==> src/rtl/core/mrc_pkg.sv <==
// matte region controller: shared widths, codes, entry type and opcode decode
// no dependencies
`timescale 1ns / 1ps

package mrc_pkg;

  localparam int MATTE_ENTRIES_DEF = 8;
  localparam int X_BITS_DEF        = 10;
  localparam int LINE_PIXELS_DEF   = 768;

  localparam int FUNC_W = 2;
  localparam int IDX_W  = 3;
  localparam int OP_W   = 4;
  localparam int ICF_W  = 6;

  typedef enum logic [FUNC_W-1:0] {
    FUNC_ENTRY = 2'd0,
    FUNC_ICF   = 2'd1,
    FUNC_TICK  = 2'd2
  } func_e;

  typedef enum logic [OP_W-1:0] {
    OP_STOP     = 4'b0000,
    OP_ICFA     = 4'b0100,
    OP_ICFB     = 4'b0110,
    OP_CLR      = 4'b1000,
    OP_SET      = 4'b1001,
    OP_ICFA_CLR = 4'b1100,
    OP_ICFA_SET = 4'b1101,
    OP_ICFB_CLR = 4'b1110,
    OP_ICFB_SET = 4'b1111
  } op_e;

  typedef struct packed {
    logic [OP_W-1:0]  op;
    logic [ICF_W-1:0] icf;
    logic             sel;
  } entry_t;

  typedef struct packed {
    logic stop;
    logic set_a;
    logic set_b;
    logic flag_wr;
    logic flag_val;
  } op_ctl_t;

  // effect of one chain on the shared icf and flag state
  typedef struct packed {
    logic             fire;
    logic             set_a;
    logic             set_b;
    logic             flag_wr;
    logic             flag_val;
    logic             flag_idx;
    logic [ICF_W-1:0] icf;
  } chain_fx_t;

  function automatic op_ctl_t decode_op(logic [OP_W-1:0] op);
    op_ctl_t c;
    c = '0;
    unique case (op)
      OP_STOP:     c.stop = 1'b1;
      OP_ICFA:     c.set_a = 1'b1;
      OP_ICFB:     c.set_b = 1'b1;
      OP_CLR:      c.flag_wr = 1'b1;
      OP_SET:      begin
        c.flag_wr  = 1'b1;
        c.flag_val = 1'b1;
      end
      OP_ICFA_CLR: begin
        c.set_a   = 1'b1;
        c.flag_wr = 1'b1;
      end
      OP_ICFA_SET: begin
        c.set_a    = 1'b1;
        c.flag_wr  = 1'b1;
        c.flag_val = 1'b1;
      end
      OP_ICFB_CLR: begin
        c.set_b   = 1'b1;
        c.flag_wr = 1'b1;
      end
      OP_ICFB_SET: begin
        c.set_b    = 1'b1;
        c.flag_wr  = 1'b1;
        c.flag_val = 1'b1;
      end
      default:     c = '0;
    endcase
    return c;
  endfunction

endpackage

==> src/rtl/core/mrc_if.sv <==
// matte region controller: request and result channel interfaces
// depends on mrc_pkg
`timescale 1ns / 1ps

interface mrc_req_if #(
  parameter int XW = mrc_pkg::X_BITS_DEF
);
  logic                       valid;
  logic                       ready;
  logic [mrc_pkg::FUNC_W-1:0] func;
  logic [mrc_pkg::IDX_W-1:0]  entry_index;
  logic [mrc_pkg::OP_W-1:0]   matte_opcode;
  logic [mrc_pkg::ICF_W-1:0]  icf_value;
  logic                       select_bit;
  logic [XW-1:0]              entry_x;
  logic [XW-1:0]              pixel_x;

  modport source (
    output valid, func, entry_index, matte_opcode, icf_value, select_bit, entry_x, pixel_x,
    input  ready
  );
  modport sink (
    input  valid, func, entry_index, matte_opcode, icf_value, select_bit, entry_x, pixel_x,
    output ready
  );
endinterface

interface mrc_rsp_if;
  logic                      valid;
  logic                      ready;
  logic [mrc_pkg::ICF_W-1:0] icf_a;
  logic [mrc_pkg::ICF_W-1:0] icf_b;
  logic                      flag_zero;
  logic                      flag_one;

  modport source (
    output valid, icf_a, icf_b, flag_zero, flag_one,
    input  ready
  );
  modport sink (
    input  valid, icf_a, icf_b, flag_zero, flag_one,
    output ready
  );
endinterface

==> src/rtl/core/matte_region_controller_core.sv <==
// matte region controller top: table, two chains, icf/flag state, result register
// depends on mrc_pkg, mrc_if, mrc_table, mrc_chain
// a pixel tick gives its result in the register in the cycle after it is taken
// throughput: one request per cycle while the result register is empty or being drained
// requests are taken while the result register is empty or being drained
// reset: icf values, flags, active bits and mode clear, pointers go to their chain start
`timescale 1ns / 1ps

module matte_region_controller_core #(
  parameter int MATTE_ENTRIES = mrc_pkg::MATTE_ENTRIES_DEF,
  parameter int X_BITS        = mrc_pkg::X_BITS_DEF,
  parameter int LINE_PIXELS   = mrc_pkg::LINE_PIXELS_DEF
) (
  input  logic      clk_i,
  input  logic      rst_ni,
  input  logic      cfg_we_i,
  input  logic      cfg_wdata_i,
  mrc_req_if.sink   req_i,
  mrc_rsp_if.source rsp_o
);
  import mrc_pkg::*;

  localparam int PTR_W = $clog2(MATTE_ENTRIES + 1);

  logic               two_mattes_q;
  logic [ICF_W-1:0]   icf_a_q, icf_a_d, icf_b_q, icf_b_d;
  logic [1:0]         flags_q, flags_d;
  logic               rsp_valid_q, rsp_valid_d;
  logic [ICF_W-1:0]   rsp_a_q, rsp_b_q;
  logic [1:0]         rsp_flags_q;

  logic               req_acc, tick_acc, icf_acc, entry_acc;
  logic [X_BITS-1:0]  px;
  logic               restart, in_line;
  logic [PTR_W-1:0]   limit0;
  logic [MATTE_ENTRIES-1:0] match, le;
  entry_t             entries [MATTE_ENTRIES];
  entry_t             wr_entry;
  chain_fx_t          fx0, fx1;

  assign req_i.ready = !rsp_valid_q || rsp_o.ready;
  assign req_acc     = req_i.valid && req_i.ready;
  assign entry_acc   = req_acc && (req_i.func == FUNC_ENTRY);
  assign icf_acc     = req_acc && (req_i.func == FUNC_ICF);
  assign tick_acc    = req_acc && (req_i.func == FUNC_TICK);

  assign px      = req_i.pixel_x;
  assign restart = (px == '0);
  assign in_line = (32'(px) < LINE_PIXELS);
  assign limit0  = two_mattes_q ? PTR_W'(MATTE_ENTRIES / 2) : PTR_W'(MATTE_ENTRIES);

  assign wr_entry.op  = req_i.matte_opcode;
  assign wr_entry.icf = req_i.icf_value;
  assign wr_entry.sel = req_i.select_bit;

  mrc_table #(
    .N  (MATTE_ENTRIES),
    .XW (X_BITS)
  ) u_table (
    .clk_i     (clk_i),
    .we_i      (entry_acc),
    .idx_i     (req_i.entry_index),
    .entry_i   (wr_entry),
    .entry_x_i (req_i.entry_x),
    .pixel_x_i (px),
    .match_o   (match),
    .le_o      (le),
    .entries_o (entries)
  );

  mrc_chain #(
    .N       (MATTE_ENTRIES),
    .RST_PTR (0)
  ) u_chain0 (
    .clk_i        (clk_i),
    .rst_ni       (rst_ni),
    .tick_i       (tick_acc),
    .restart_i    (restart),
    .in_line_i    (in_line),
    .en_i         (1'b1),
    .limit_i      (limit0),
    .flag_fixed_i (two_mattes_q),
    .flag_i       (1'b0),
    .match_i      (match),
    .le_i         (le),
    .entries_i    (entries),
    .fx_o         (fx0)
  );

  mrc_chain #(
    .N       (MATTE_ENTRIES),
    .RST_PTR (MATTE_ENTRIES / 2)
  ) u_chain1 (
    .clk_i        (clk_i),
    .rst_ni       (rst_ni),
    .tick_i       (tick_acc),
    .restart_i    (restart),
    .in_line_i    (in_line),
    .en_i         (two_mattes_q),
    .limit_i      (PTR_W'(MATTE_ENTRIES)),
    .flag_fixed_i (1'b1),
    .flag_i       (1'b1),
    .match_i      (match),
    .le_i         (le),
    .entries_i    (entries),
    .fx_o         (fx1)
  );

  // chain zero applies first so chain one wins on icf
  always_comb begin
    icf_a_d = icf_a_q;
    icf_b_d = icf_b_q;
    flags_d = flags_q;
    if (icf_acc) begin
      if (req_i.select_bit) begin
        icf_b_d = req_i.icf_value;
      end else begin
        icf_a_d = req_i.icf_value;
      end
    end
    if (fx0.set_a)   icf_a_d = fx0.icf;
    if (fx0.set_b)   icf_b_d = fx0.icf;
    if (fx0.flag_wr) flags_d[fx0.flag_idx] = fx0.flag_val;
    if (fx1.set_a)   icf_a_d = fx1.icf;
    if (fx1.set_b)   icf_b_d = fx1.icf;
    if (fx1.flag_wr) flags_d[fx1.flag_idx] = fx1.flag_val;

    rsp_valid_d = rsp_valid_q && !rsp_o.ready;
    if (tick_acc) begin
      rsp_valid_d = 1'b1;
    end
  end

  always_ff @(posedge clk_i or negedge rst_ni) begin
    if (!rst_ni) begin
      two_mattes_q <= 1'b0;
      icf_a_q      <= '0;
      icf_b_q      <= '0;
      flags_q      <= '0;
      rsp_valid_q  <= 1'b0;
    end else begin
      if (cfg_we_i) begin
        two_mattes_q <= cfg_wdata_i;
      end
      icf_a_q     <= icf_a_d;
      icf_b_q     <= icf_b_d;
      flags_q     <= flags_d;
      rsp_valid_q <= rsp_valid_d;
    end
  end

  always_ff @(posedge clk_i) begin
    if (tick_acc) begin
      rsp_a_q     <= icf_a_d;
      rsp_b_q     <= icf_b_d;
      rsp_flags_q <= flags_d;
    end
  end

  assign rsp_o.valid     = rsp_valid_q;
  assign rsp_o.icf_a     = rsp_a_q;
  assign rsp_o.icf_b     = rsp_b_q;
  assign rsp_o.flag_zero = rsp_flags_q[0];
  assign rsp_o.flag_one  = rsp_flags_q[1];

`ifndef SYNTHESIS
  a_tick_gives_result: assert property (@(posedge clk_i) disable iff (!rst_ni)
    tick_acc |=> rsp_o.valid)
    else $error("tick request without result");

  a_no_spurious_result: assert property (@(posedge clk_i) disable iff (!rst_ni)
    !tick_acc && !rsp_o.valid |=> !rsp_o.valid)
    else $error("result without tick request");

  a_chain1_only_two_mattes: assert property (@(posedge clk_i) disable iff (!rst_ni)
    fx1.fire |-> two_mattes_q)
    else $error("chain one fired in one-matte mode");

  a_fire_only_on_tick: assert property (@(posedge clk_i) disable iff (!rst_ni)
    (fx0.fire || fx1.fire) |-> tick_acc && in_line)
    else $error("chain fired outside an in-line tick");
`endif

endmodule

==> src/rtl/core/mrc_table.sv <==
// matte region controller: matte entry storage with per-entry x compares
// depends on mrc_pkg
`timescale 1ns / 1ps

module mrc_table #(
  parameter int N  = mrc_pkg::MATTE_ENTRIES_DEF,
  parameter int XW = mrc_pkg::X_BITS_DEF
) (
  input  logic                      clk_i,
  input  logic                      we_i,
  input  logic [mrc_pkg::IDX_W-1:0] idx_i,
  input  mrc_pkg::entry_t           entry_i,
  input  logic [XW-1:0]             entry_x_i,
  input  logic [XW-1:0]             pixel_x_i,
  output logic [N-1:0]              match_o,
  output logic [N-1:0]              le_o,
  output mrc_pkg::entry_t           entries_o [N]
);
  import mrc_pkg::*;

  entry_t        ent_q [N];
  logic [XW-1:0] x_q   [N];

  for (genvar i = 0; i < N; i++) begin : g_ent
    always_ff @(posedge clk_i) begin
      if (we_i && (32'(idx_i) == i)) begin
        ent_q[i] <= entry_i;
        x_q[i]   <= entry_x_i;
      end
    end

    assign match_o[i]   = (x_q[i] == pixel_x_i);
    assign le_o[i]      = (x_q[i] <= pixel_x_i);
    assign entries_o[i] = ent_q[i];
  end

endmodule

==> src/rtl/core/mrc_chain.sv <==
// matte region controller: one matte chain, pointer and active state
// depends on mrc_pkg
`timescale 1ns / 1ps

module mrc_chain #(
  parameter int N       = mrc_pkg::MATTE_ENTRIES_DEF,
  parameter int RST_PTR = 0,
  localparam int PTR_W  = $clog2(N + 1)
) (
  input  logic             clk_i,
  input  logic             rst_ni,
  input  logic             tick_i,
  input  logic             restart_i,
  input  logic             in_line_i,
  input  logic             en_i,
  input  logic [PTR_W-1:0] limit_i,
  input  logic             flag_fixed_i,
  input  logic             flag_i,
  input  logic [N-1:0]     match_i,
  input  logic [N-1:0]     le_i,
  input  mrc_pkg::entry_t  entries_i [N],
  output mrc_pkg::chain_fx_t fx_o
);
  import mrc_pkg::*;

  logic [PTR_W-1:0] ptr_q, ptr_d, ptr_eff, ptr_nxt;
  logic             act_q, act_d, act_eff;
  logic             hit, le_next, fire;
  entry_t           ent;
  op_ctl_t          ctl;

  always_comb begin
    ptr_eff = restart_i ? PTR_W'(RST_PTR) : ptr_q;
    act_eff = restart_i | act_q;
    ptr_nxt = ptr_eff + PTR_W'(1);
    hit     = 1'b0;
    le_next = 1'b0;
    ent     = '0;
    for (int i = 0; i < N; i++) begin
      if (ptr_eff == PTR_W'(i)) begin
        hit = match_i[i];
        ent = entries_i[i];
      end
      if (ptr_nxt == PTR_W'(i)) begin
        le_next = le_i[i];
      end
    end
    ctl  = decode_op(ent.op);
    fire = tick_i && en_i && act_eff && (ptr_eff < limit_i) && in_line_i && hit;

    ptr_d = ptr_q;
    act_d = act_q;
    if (fire) begin
      ptr_d = ptr_nxt;
      act_d = !(ctl.stop || (ptr_nxt >= limit_i) || le_next);
    end else if (tick_i) begin
      ptr_d = ptr_eff;
      act_d = act_eff;
    end

    fx_o.fire     = fire;
    fx_o.set_a    = fire & ctl.set_a;
    fx_o.set_b    = fire & ctl.set_b;
    fx_o.flag_wr  = fire & ctl.flag_wr;
    fx_o.flag_val = ctl.flag_val;
    fx_o.flag_idx = flag_fixed_i ? flag_i : ent.sel;
    fx_o.icf      = ent.icf;
  end

  always_ff @(posedge clk_i or negedge rst_ni) begin
    if (!rst_ni) begin
      ptr_q <= PTR_W'(RST_PTR);
      act_q <= 1'b0;
    end else begin
      ptr_q <= ptr_d;
      act_q <= act_d;
    end
  end

endmodule
==> src/flat_wrapper.sv <==
// flat-port wrapper written by rule: the top's interface ports become plain ports
module matte_region_controller_core_flat import mrc_pkg::*;
#(
  parameter int MATTE_ENTRIES = mrc_pkg::MATTE_ENTRIES_DEF,
  parameter int X_BITS        = mrc_pkg::X_BITS_DEF,
  parameter int LINE_PIXELS   = mrc_pkg::LINE_PIXELS_DEF
)
  (clk_i, rst_ni, cfg_we_i, cfg_wdata_i, req_i_valid, req_i_func, req_i_entry_index, req_i_matte_opcode, req_i_icf_value, req_i_select_bit, req_i_entry_x, req_i_pixel_x, req_i_ready, rsp_o_valid, rsp_o_icf_a, rsp_o_icf_b, rsp_o_flag_zero, rsp_o_flag_one, rsp_o_ready);
  mrc_req_if req_i_i ();
  mrc_rsp_if rsp_o_i ();
  input  logic clk_i;
  input  logic rst_ni;
  input  logic cfg_we_i;
  input  logic cfg_wdata_i;
  input wire logic [$bits(req_i_i.valid)-1:0] req_i_valid;
  input wire logic [$bits(req_i_i.func)-1:0] req_i_func;
  input wire logic [$bits(req_i_i.entry_index)-1:0] req_i_entry_index;
  input wire logic [$bits(req_i_i.matte_opcode)-1:0] req_i_matte_opcode;
  input wire logic [$bits(req_i_i.icf_value)-1:0] req_i_icf_value;
  input wire logic [$bits(req_i_i.select_bit)-1:0] req_i_select_bit;
  input wire logic [$bits(req_i_i.entry_x)-1:0] req_i_entry_x;
  input wire logic [$bits(req_i_i.pixel_x)-1:0] req_i_pixel_x;
  output wire logic [$bits(req_i_i.ready)-1:0] req_i_ready;
  output wire logic [$bits(rsp_o_i.valid)-1:0] rsp_o_valid;
  output wire logic [$bits(rsp_o_i.icf_a)-1:0] rsp_o_icf_a;
  output wire logic [$bits(rsp_o_i.icf_b)-1:0] rsp_o_icf_b;
  output wire logic [$bits(rsp_o_i.flag_zero)-1:0] rsp_o_flag_zero;
  output wire logic [$bits(rsp_o_i.flag_one)-1:0] rsp_o_flag_one;
  input wire logic [$bits(rsp_o_i.ready)-1:0] rsp_o_ready;
  assign req_i_i.valid = req_i_valid;
  assign req_i_i.func = req_i_func;
  assign req_i_i.entry_index = req_i_entry_index;
  assign req_i_i.matte_opcode = req_i_matte_opcode;
  assign req_i_i.icf_value = req_i_icf_value;
  assign req_i_i.select_bit = req_i_select_bit;
  assign req_i_i.entry_x = req_i_entry_x;
  assign req_i_i.pixel_x = req_i_pixel_x;
  assign req_i_ready = req_i_i.ready;
  assign rsp_o_valid = rsp_o_i.valid;
  assign rsp_o_icf_a = rsp_o_i.icf_a;
  assign rsp_o_icf_b = rsp_o_i.icf_b;
  assign rsp_o_flag_zero = rsp_o_i.flag_zero;
  assign rsp_o_flag_one = rsp_o_i.flag_one;
  assign rsp_o_i.ready = rsp_o_ready;
  matte_region_controller_core #(.MATTE_ENTRIES(MATTE_ENTRIES), .X_BITS(X_BITS), .LINE_PIXELS(LINE_PIXELS)) u_core (.clk_i(clk_i), .rst_ni(rst_ni), .cfg_we_i(cfg_we_i), .cfg_wdata_i(cfg_wdata_i), .req_i(req_i_i), .rsp_o(rsp_o_i));
endmodule
==> config.mk <==
export PLATFORM = sky130hd
export DESIGN_NAME = matte_region_controller_core_flat
export DESIGN_NICKNAME = d
export VERILOG_FILES = /design/src/rtl/core/mrc_pkg.sv /design/src/rtl/core/mrc_if.sv /design/src/rtl/core/matte_region_controller_core.sv /design/src/rtl/core/mrc_table.sv /design/src/rtl/core/mrc_chain.sv /design/src/flat_wrapper.sv
export SDC_FILE = /design/constraint.sdc
export NUM_CORES = 1
export LEC_CHECK = 0
export ABC_AREA = 1
export BUFFER_PORTS_ARGS = -buffer_cell sky130_fd_sc_hd__buf_4
export CAP_MARGIN = 20
export CORE_MARGIN = 3
export CORE_UTILIZATION = 56
export DETAILED_ROUTE_END_ITERATION = 8
export PLACE_DENSITY = 0.77
export SETUP_SLACK_MARGIN = 0.02
export SLEW_MARGIN = 20
export SYNTH_ARGS = -nofsm -noshare
export SYNTH_HDL_FRONTEND = slang
export SYNTH_SLANG_ARGS = --single-unit
==> constraint.sdc <==
create_clock -name clk_i -period 2.4 [get_ports clk_i]
set_input_delay 0.12 -clock clk_i [delete_from_list [all_inputs] [get_ports clk_i]]
set_output_delay 0.12 -clock clk_i [all_outputs]
set_load 0.02 [all_outputs]
; After elaboration in Yosys (flattened, before gate mapping)
; Memories as Yosys holds them, arrays and structs flattened.
; Index checks and enable logic that the tools add are counted.
[op_classes]
addsub = 2
reduce_logical = 65
mux = 142
eq_ne = 61
bitwise_logic = 8
order_cmp = 15
[ops]
columns = operator, count
row1 = 2-to-1 mux 11 bit, 23
row2 = equality test 10 bit, 8
row3 = "equality test 4 x 3 -> 1 bit, second input constant", 20
row4 = less-or-equal comparator 10 bit, 8
row5 = 2-to-1 mux 1 bit, 79
row6 = OR reduction 11 bit, 7
row7 = 2-to-1 mux 10 bit, 7
row8 = OR reduction 10 bit, 7
row9 = "equality test 4 bit, second input constant", 12
row10 = 2-to-1 mux 6 bit, 8
row11 = 2-to-1 mux 3 bit, 14
row12 = "equality test 4 x 2 -> 1 bit, second input constant", 8
row13 = 2-to-1 mux 4 bit, 7
row14 = logical NOT 4 bit, 6
row15 = logical AND 1 bit, 23
row16 = OR reduction 3 bit, 6
row17 = "equality test 4 x 1 -> 1 bit, second input constant", 4
row18 = "equality test 3 bit, second input constant", 4
row19 = OR reduction 6 bit, 2
row20 = logical NOT 10 bit, 1
row21 = "less-than comparator 10 bit, second input constant", 1
row22 = "adder 4 x 1 -> 4 bit, second input constant", 2
row23 = bitwise AND 1 bit, 6
row24 = "equality test 3 x 2 -> 1 bit, second input constant", 2
row25 = 18 further kinds, 28
[word_totals]
memories = 2
ram_bits = 168
reg_bits = 40
[memory_table]
columns = memory, words, word_bits, read_ports, rd_ports_with_merged_regs, write_ports, line
row1 = u_core.u_table.ent_q, 8, 11, 8, 0, 1, mrc_table.sv:21  ; entry_t ent_q [N];
row2 = u_core.u_table.x_q, 8, 10, 8, 0, 1, mrc_table.sv:22  ; logic [XW-1:0] x_q [N];

; Longest topological paths before layout
[logic_depth]
word_depth = 19
ltp_mapped = 25

; By module
; A second synthesis with hierarchy kept.
[hier_totals]
cells_unflattened = 1277
area_unflattened_um2 = 11893.9
[by_module_without_submodules]
columns = mod, cells_each, area_each_um2, seq_area_each_um2, n_inst
row1 = mrc_table, 540, 7364.6, 5044.8, 1
row2 = matte_region_controller_core, 198, 1641.6, 820.8, 1
row3 = mrc_chain (u_core.u_chain0), 275, 1485.2, 125.1, 1
row4 = mrc_chain (u_core.u_chain1), 264, 1402.6, 126.4, 1

; Worst setup path before layout
; No wires, ideal clock.
[synth_path]
path_type = input port to flip-flop
startpoint = input port req_i_pixel_x[6]
endpoint = register u_core.rsp_b_q[0], in the netlist u_core.rsp_o.icf_b[0] (data pin)
setup_ns = 0.258
stages = 23
setup_slack_ns = -0.304
arrival_time_ns = 2.447
path_cell_list = nor2_1 > nand2_4 > nor2_8 > inv_1 > nand2_1 > inv_1 > ha_1 > inv_1 > nand4_1 > nand2_1 > nand2_1 > nand2_1 > nand2_1 > nand2_1 > nand2_1 > nand2_1 > nand2_1 > nand2_1 > nand3_2 > nor2_2 > nand3_1 > nand3_1 > nand2_1
[synth_between]
elab_chain_cells = 17
word_cells_on_any_way = 86
cone_classes = order compare: 3 / eq/ne: 28 / mux: 38 / bitwise: 4 / reduce/logical: 13
[synth_rtl]
columns = element, line
row1 = "start, declared", flat_wrapper.sv:22  ; input wire logic [$bits(req_i_i.pixel_x)-1:0] req_i_pixel_x;
row2 = logical NOT 10 bit, matte_region_controller_core.sv:48  ; assign restart = (px == '0);
row3 = 2-to-1 mux 4 bit, mrc_chain.sv:33  ; ptr_eff = restart_i ? PTR_W'(RST_PTR) : ptr_q;
row4 = logical NOT 4 bit, mrc_chain.sv:40  ; if (ptr_eff == PTR_W'(i)) begin
row5 = 2-to-1 mux 11 bit (8 in a row), mrc_chain.sv:40
row6 = equality test 4 bit / equality test 4 x 3 -> 1 bit (equally long branches), mrc_pkg.sv:62  ; unique case (op)
row7 = OR reduction 3 bit (no source line), --
row8 = 2-to-1 mux 1 bit, mrc_pkg.sv:62
row9 = bitwise AND 1 bit, mrc_chain.sv:63  ; fx_o.set_b = fire & ctl.set_b;
row10 = 2-to-1 mux 6 bit, matte_region_controller_core.sv:122  ; if (fx0.set_b) icf_b_d = fx0.icf;
row11 = 2-to-1 mux 6 bit *, matte_region_controller_core.sv:125  ; if (fx1.set_b) icf_b_d = fx1.icf;
row12 = via u_core.icf_b_d[0], matte_region_controller_core.sv:26  ; logic [ICF_W-1:0] icf_a_q, icf_a_d, icf_b_q, icf_b_d;
row13 = "end signal, assigned", matte_region_controller_core.sv:155  ; rsp_b_q <= icf_b_d;
row14 = "end, declared", matte_region_controller_core.sv:29  ; logic [ICF_W-1:0] rsp_a_q, rsp_b_q;
; The timed path passes the listed nets; every way through them passes the cells marked *.
; A chain may end at the register's enable or synchronous reset.

==> summary.md <==
| Metric | Value |
|---|---|
| Outcome | `finished with violations` |
| CP startpoint | `u_core.u_table.x_q[0][16]` |
| Complex-gate fraction of the synthesized area | `0.08737` |
| Worst setup margin | `-0.5362 ns` |
| Adder-cell share of the synthesized area | `0.1004` |
| Worst Hold Class | `primary input to async pin` |
| Post-synth top cells | `308 x nand2_1, 182 x edfxtp_1, 138 x inv_1, 96 x nand3_1, 93 x ha_1` |
| Ys Warns | `0` |
| Number of H-tree levels | `1` |
| FF+latch count, synth | `208` |
| Max-cap viol count | `0` |
| CP Data Arrival Time | `3.30 ns` |
| DRT antenna net count | `0` |
| Fin nets | `1621` |
| Largest net degree at the start of global routing | `27` |
| Gate Count Post-Synth | `1214` |
| Yosys top cell area share | `0.4717` |
| Share of layout cells above drive strength 1 | `0.3089` |
| CP Capture Type | `flop` |
| Post-Syn Nets | `1349` |
| Main combinational cell family by area after synthesis | `simple AND/OR/NAND/NOR gates` |
| TritonRoute pass-1 iters | `5` |
| Clock root buffer master | `clkbuf_16` |
| Synth area leaders | `edfxtp_1 47%, ha_1 10%, nand2_1 10%` |
| Final instance area | `15470 um2` |
| Register Area | `6117 um2` |
| GPL Wtd Cong | `0.9295` |
| Ys flop type | `edfxtp_1` |
| Clock slew at reported path FFs | `0.06 ns` |
| Setup TNS | `-12.90 ns` |
| Row count | `51` |
| Placement Cell Area | `13800 um2` |
| Fmax | `340.6 MHz` |
| GRT Total Usage | `0.2950` |
| Total routed wirelength | `33.94 mm` |
| DIE AREA | `22450 um2` |
| First-pass GRT wire length | `51.70 mm` |
| Violated checks | `negative setup slack` |
| Core area | `19910 um2` |
| Cell count after placement | `1686` |
| Crit path required time | `2.77 ns` |
| R2R setup slack | `-0.54 ns` |
| Mean post-synth cell area | `9.544 um2` |
| Deepest clock path buffer count | `3` |
| Vias per cell | `5.757` |
| Port Buffer Count | `57` |
| HPWL Detailed | `23.68 mm` |
| Reg2Reg Depth | `19` |
| Setup WS pre-CTS | `-0.5568 ns` |
| Most common cell in the netlist | `nand2_1` |
| Post-Synth XOR/XNOR Area | `0.002268` |
| Share of the clock period used by the worst path | `1.223` |
| Final Non-Filler Cells | `1767` |
| Area occupied by multi-input gates | `5470 um2` |
| Final Util | `0.7770` |
| Setup-failing EPs final | `38` |
| Residual DRC | `0` |
| Crit path max fanout | `5` |
| Initial antenna violation count | `0` |
| Inserted Clock Buffers | `23` |
| Post-synth EDFFs | `182` |
| Chip width | `149.8 um` |
| Sequential share of the synthesized area | `0.5280` |
| Latest clock arrival within the worst-skew pair | `0.52 ns` |
| WL/cell | `19.20 um` |
| Die Span Y | `149.8 um` |
| Pwr/cell area | `616.1 nW/um2` |
| Critical path class | `flop to flop` |
| Pleak | `0.006715 uW` |
| Total gr overflow | `0` |
| # IOs | `58` |
| Diodes inserted | `0` |
| Worst-Margin Slew | `0.5197 ns` |
| Final Hold Viols | `0` |
| Post-synth ARST share | `0.1250` |
| VDD IR max | `0.0006391 V` |
| Sink Count | `208` |
| CTS tree | `done` |
| Initial DRC count | `1312` |
| Synth unique cells | `48` |
| # fillers | `1187` |
| Final Skew | `0.02028 ns` |
| Starting density of the core | `0.5820` |
| Slew Limit Fails | `0` |
| Slew HR | `0.6499` |
| Vias | `10172` |
| Post-synthesis mux area share | `0` |
| Cell area after synthesis | `11590 um2` |
| Worst flop-to-flop path endpoint | `u_core.rsp_o.icf_a[3]` |
| Setup crit start kind | `flop` |
| Reg2reg start | `u_core.u_table.x_q[0][16]` |
| Simple-Gate Fraction of Synth Area | `0.2233` |
| RSZ-0062 raised after global routing | `true` |
| Largest area contributor in the netlist | `edfxtp_1` |
| Vias in the first global route | `9939` |
| Final period demand of the worst path | `2.936 ns` |
| P&R area growth vs syn | `33.51%` |
==> cell usage in the layout, fill, tap and decap left out, types with 4 or more instances in the layout <==
master,count
dfrtp_1,25
nor2_1,56
a21oi_1,77
nor2_8,4
a21oi_2,7
o2111ai_1,6
clkbuf_1,5
nand4_1,30
nor4_1,4
clkbuf_16,23
buf_4,223
nand2_2,36
ha_1,80
clkinv_2,5
nand2_4,11
buf_6,11
nand3_1,64
inv_2,18
o21ai_0,33
nor2_2,20
buf_12,8
nor2_4,17
o211ai_1,19
inv_4,5
nand3_4,7
dlygate4sd3_1,25
nand2_1,273
ha_4,11
edfxtp_1,182
o21ai_1,6
nand3_2,32
inv_1,126
==> where the power goes <==
part           internal (uW)  total (uW)  switching [uW]  leakage (uW)
clock network           2150        3560            1420      0.000372
registers               4060        4100            46.5       0.00194
logic                    754        1860            1110       0.00440
total                   6960        9530            2570       0.00671
==> cell families after synthesis <==
logic type               count (synthesis)
AND/OR/NAND/NOR                        565
flip-flops                             208
AO/OA/AOI/OAI                          173
buffers and inverters                  172
adder cells (fa/ha/maj)                 93
XOR/XNOR                                 3
==> worst max path at each step <==
stage,cells past startpoint,end,slack (ns)
2_1_floorplan,24,u_core.rsp_o.icf_b[0],-0.13
3_3_place_gp,21,u_core.rsp_o.icf_b[2],-0.47
3_5_place_dp,23,u_core.rsp_o.icf_b[3],-0.56
4_1_cts,21,u_core.rsp_o.icf_a[3],-0.34
5_1_grt,19,u_core.rsp_o.icf_a[3],-0.65
6_report,19,u_core.rsp_o.icf_a[3],-0.54
==> sequential cells by signal, indices dropped and copies added (netlist names) <==
signal,cells
u_core.u_table.ent_q,88
u_core.u_table.x_q,80
u_core.icf_a_q,6
u_core.icf_b_q,6
u_core.rsp_o.icf_a,6
u_core.rsp_o.icf_b,6
u_core.u_chain0.ptr_q,4
u_core.u_chain1.ptr_q,4
u_core.flags_q,2
u_core.rsp_flags_q,2
u_core.rsp_o.valid,1
u_core.two_mattes_q,1
u_core.u_chain0.act_q,1
u_core.u_chain1.act_q,1
==> routing by layer <==
| layer | track usage | vias up | wire, um |
|---|---|---|---|
| met5 | 0 | - | 0 |
| met4 | 0.09332 | 0 | 1131 |
| met3 | 0.06208 | 109 | 3314 |
| met2 | 0.4769 | 582 | 15700 |
| met1 | 0.4016 | 4743 | 13790 |
| li1 | - | 4738 | - |
==> worst max-delay path: stages (launching register included) <==
cell and delay [ns]:
edfxtp_1 0.44, ha_4 0.31, nand2_1 0.07, nor2_2 0.14
nand4_1 0.15, nor2_2 0.14, nand3_2 0.10, nand2_1 0.08
nand2_1 0.05, nand2_1 0.08, nand2_1 0.05, nand2_1 0.05
nand2_1 0.06, nand2_2 0.09, nand2_4 0.09, a21oi_4 0.19
nand4_1 0.28, nand2_1 0.22, nand3_2 0.10, nand2_2 0.08
==> metrics by stage <==
step	hold WS (ns)	power, uW
5_1_grt	0.09975	9890
2_1_floorplan	-0.1756	5038
4_1_cts	0.06271	9415
6_report	0.07412	9531
3_3_place_gp	0.05523	5711
3_5_place_dp	0.05703	5774
==> cell type report <==
cell class	instances	area share
Sequential cell	208	0.3955
Multi-Input combinational cell	835	0.3536
Timing Repair Buffer	267	0.1428
Clock buffer	30	0.04020
Inverter	151	0.03777
Tap cell	265	0.02143
Clock inverter	11	0.008736
==> timing repair <==
item / in CTS / in global routing
gates cloned: 1 / 0
endpoints found under the setup margin: 38 / 38
hold buffers: 25 / 0
hold endpoints to repair: 196 / 0
pin swaps: 28 / 46
resized for setup: 53 / 79
setup buffers: 8 / 8
(Power assumes the default switching activity.)
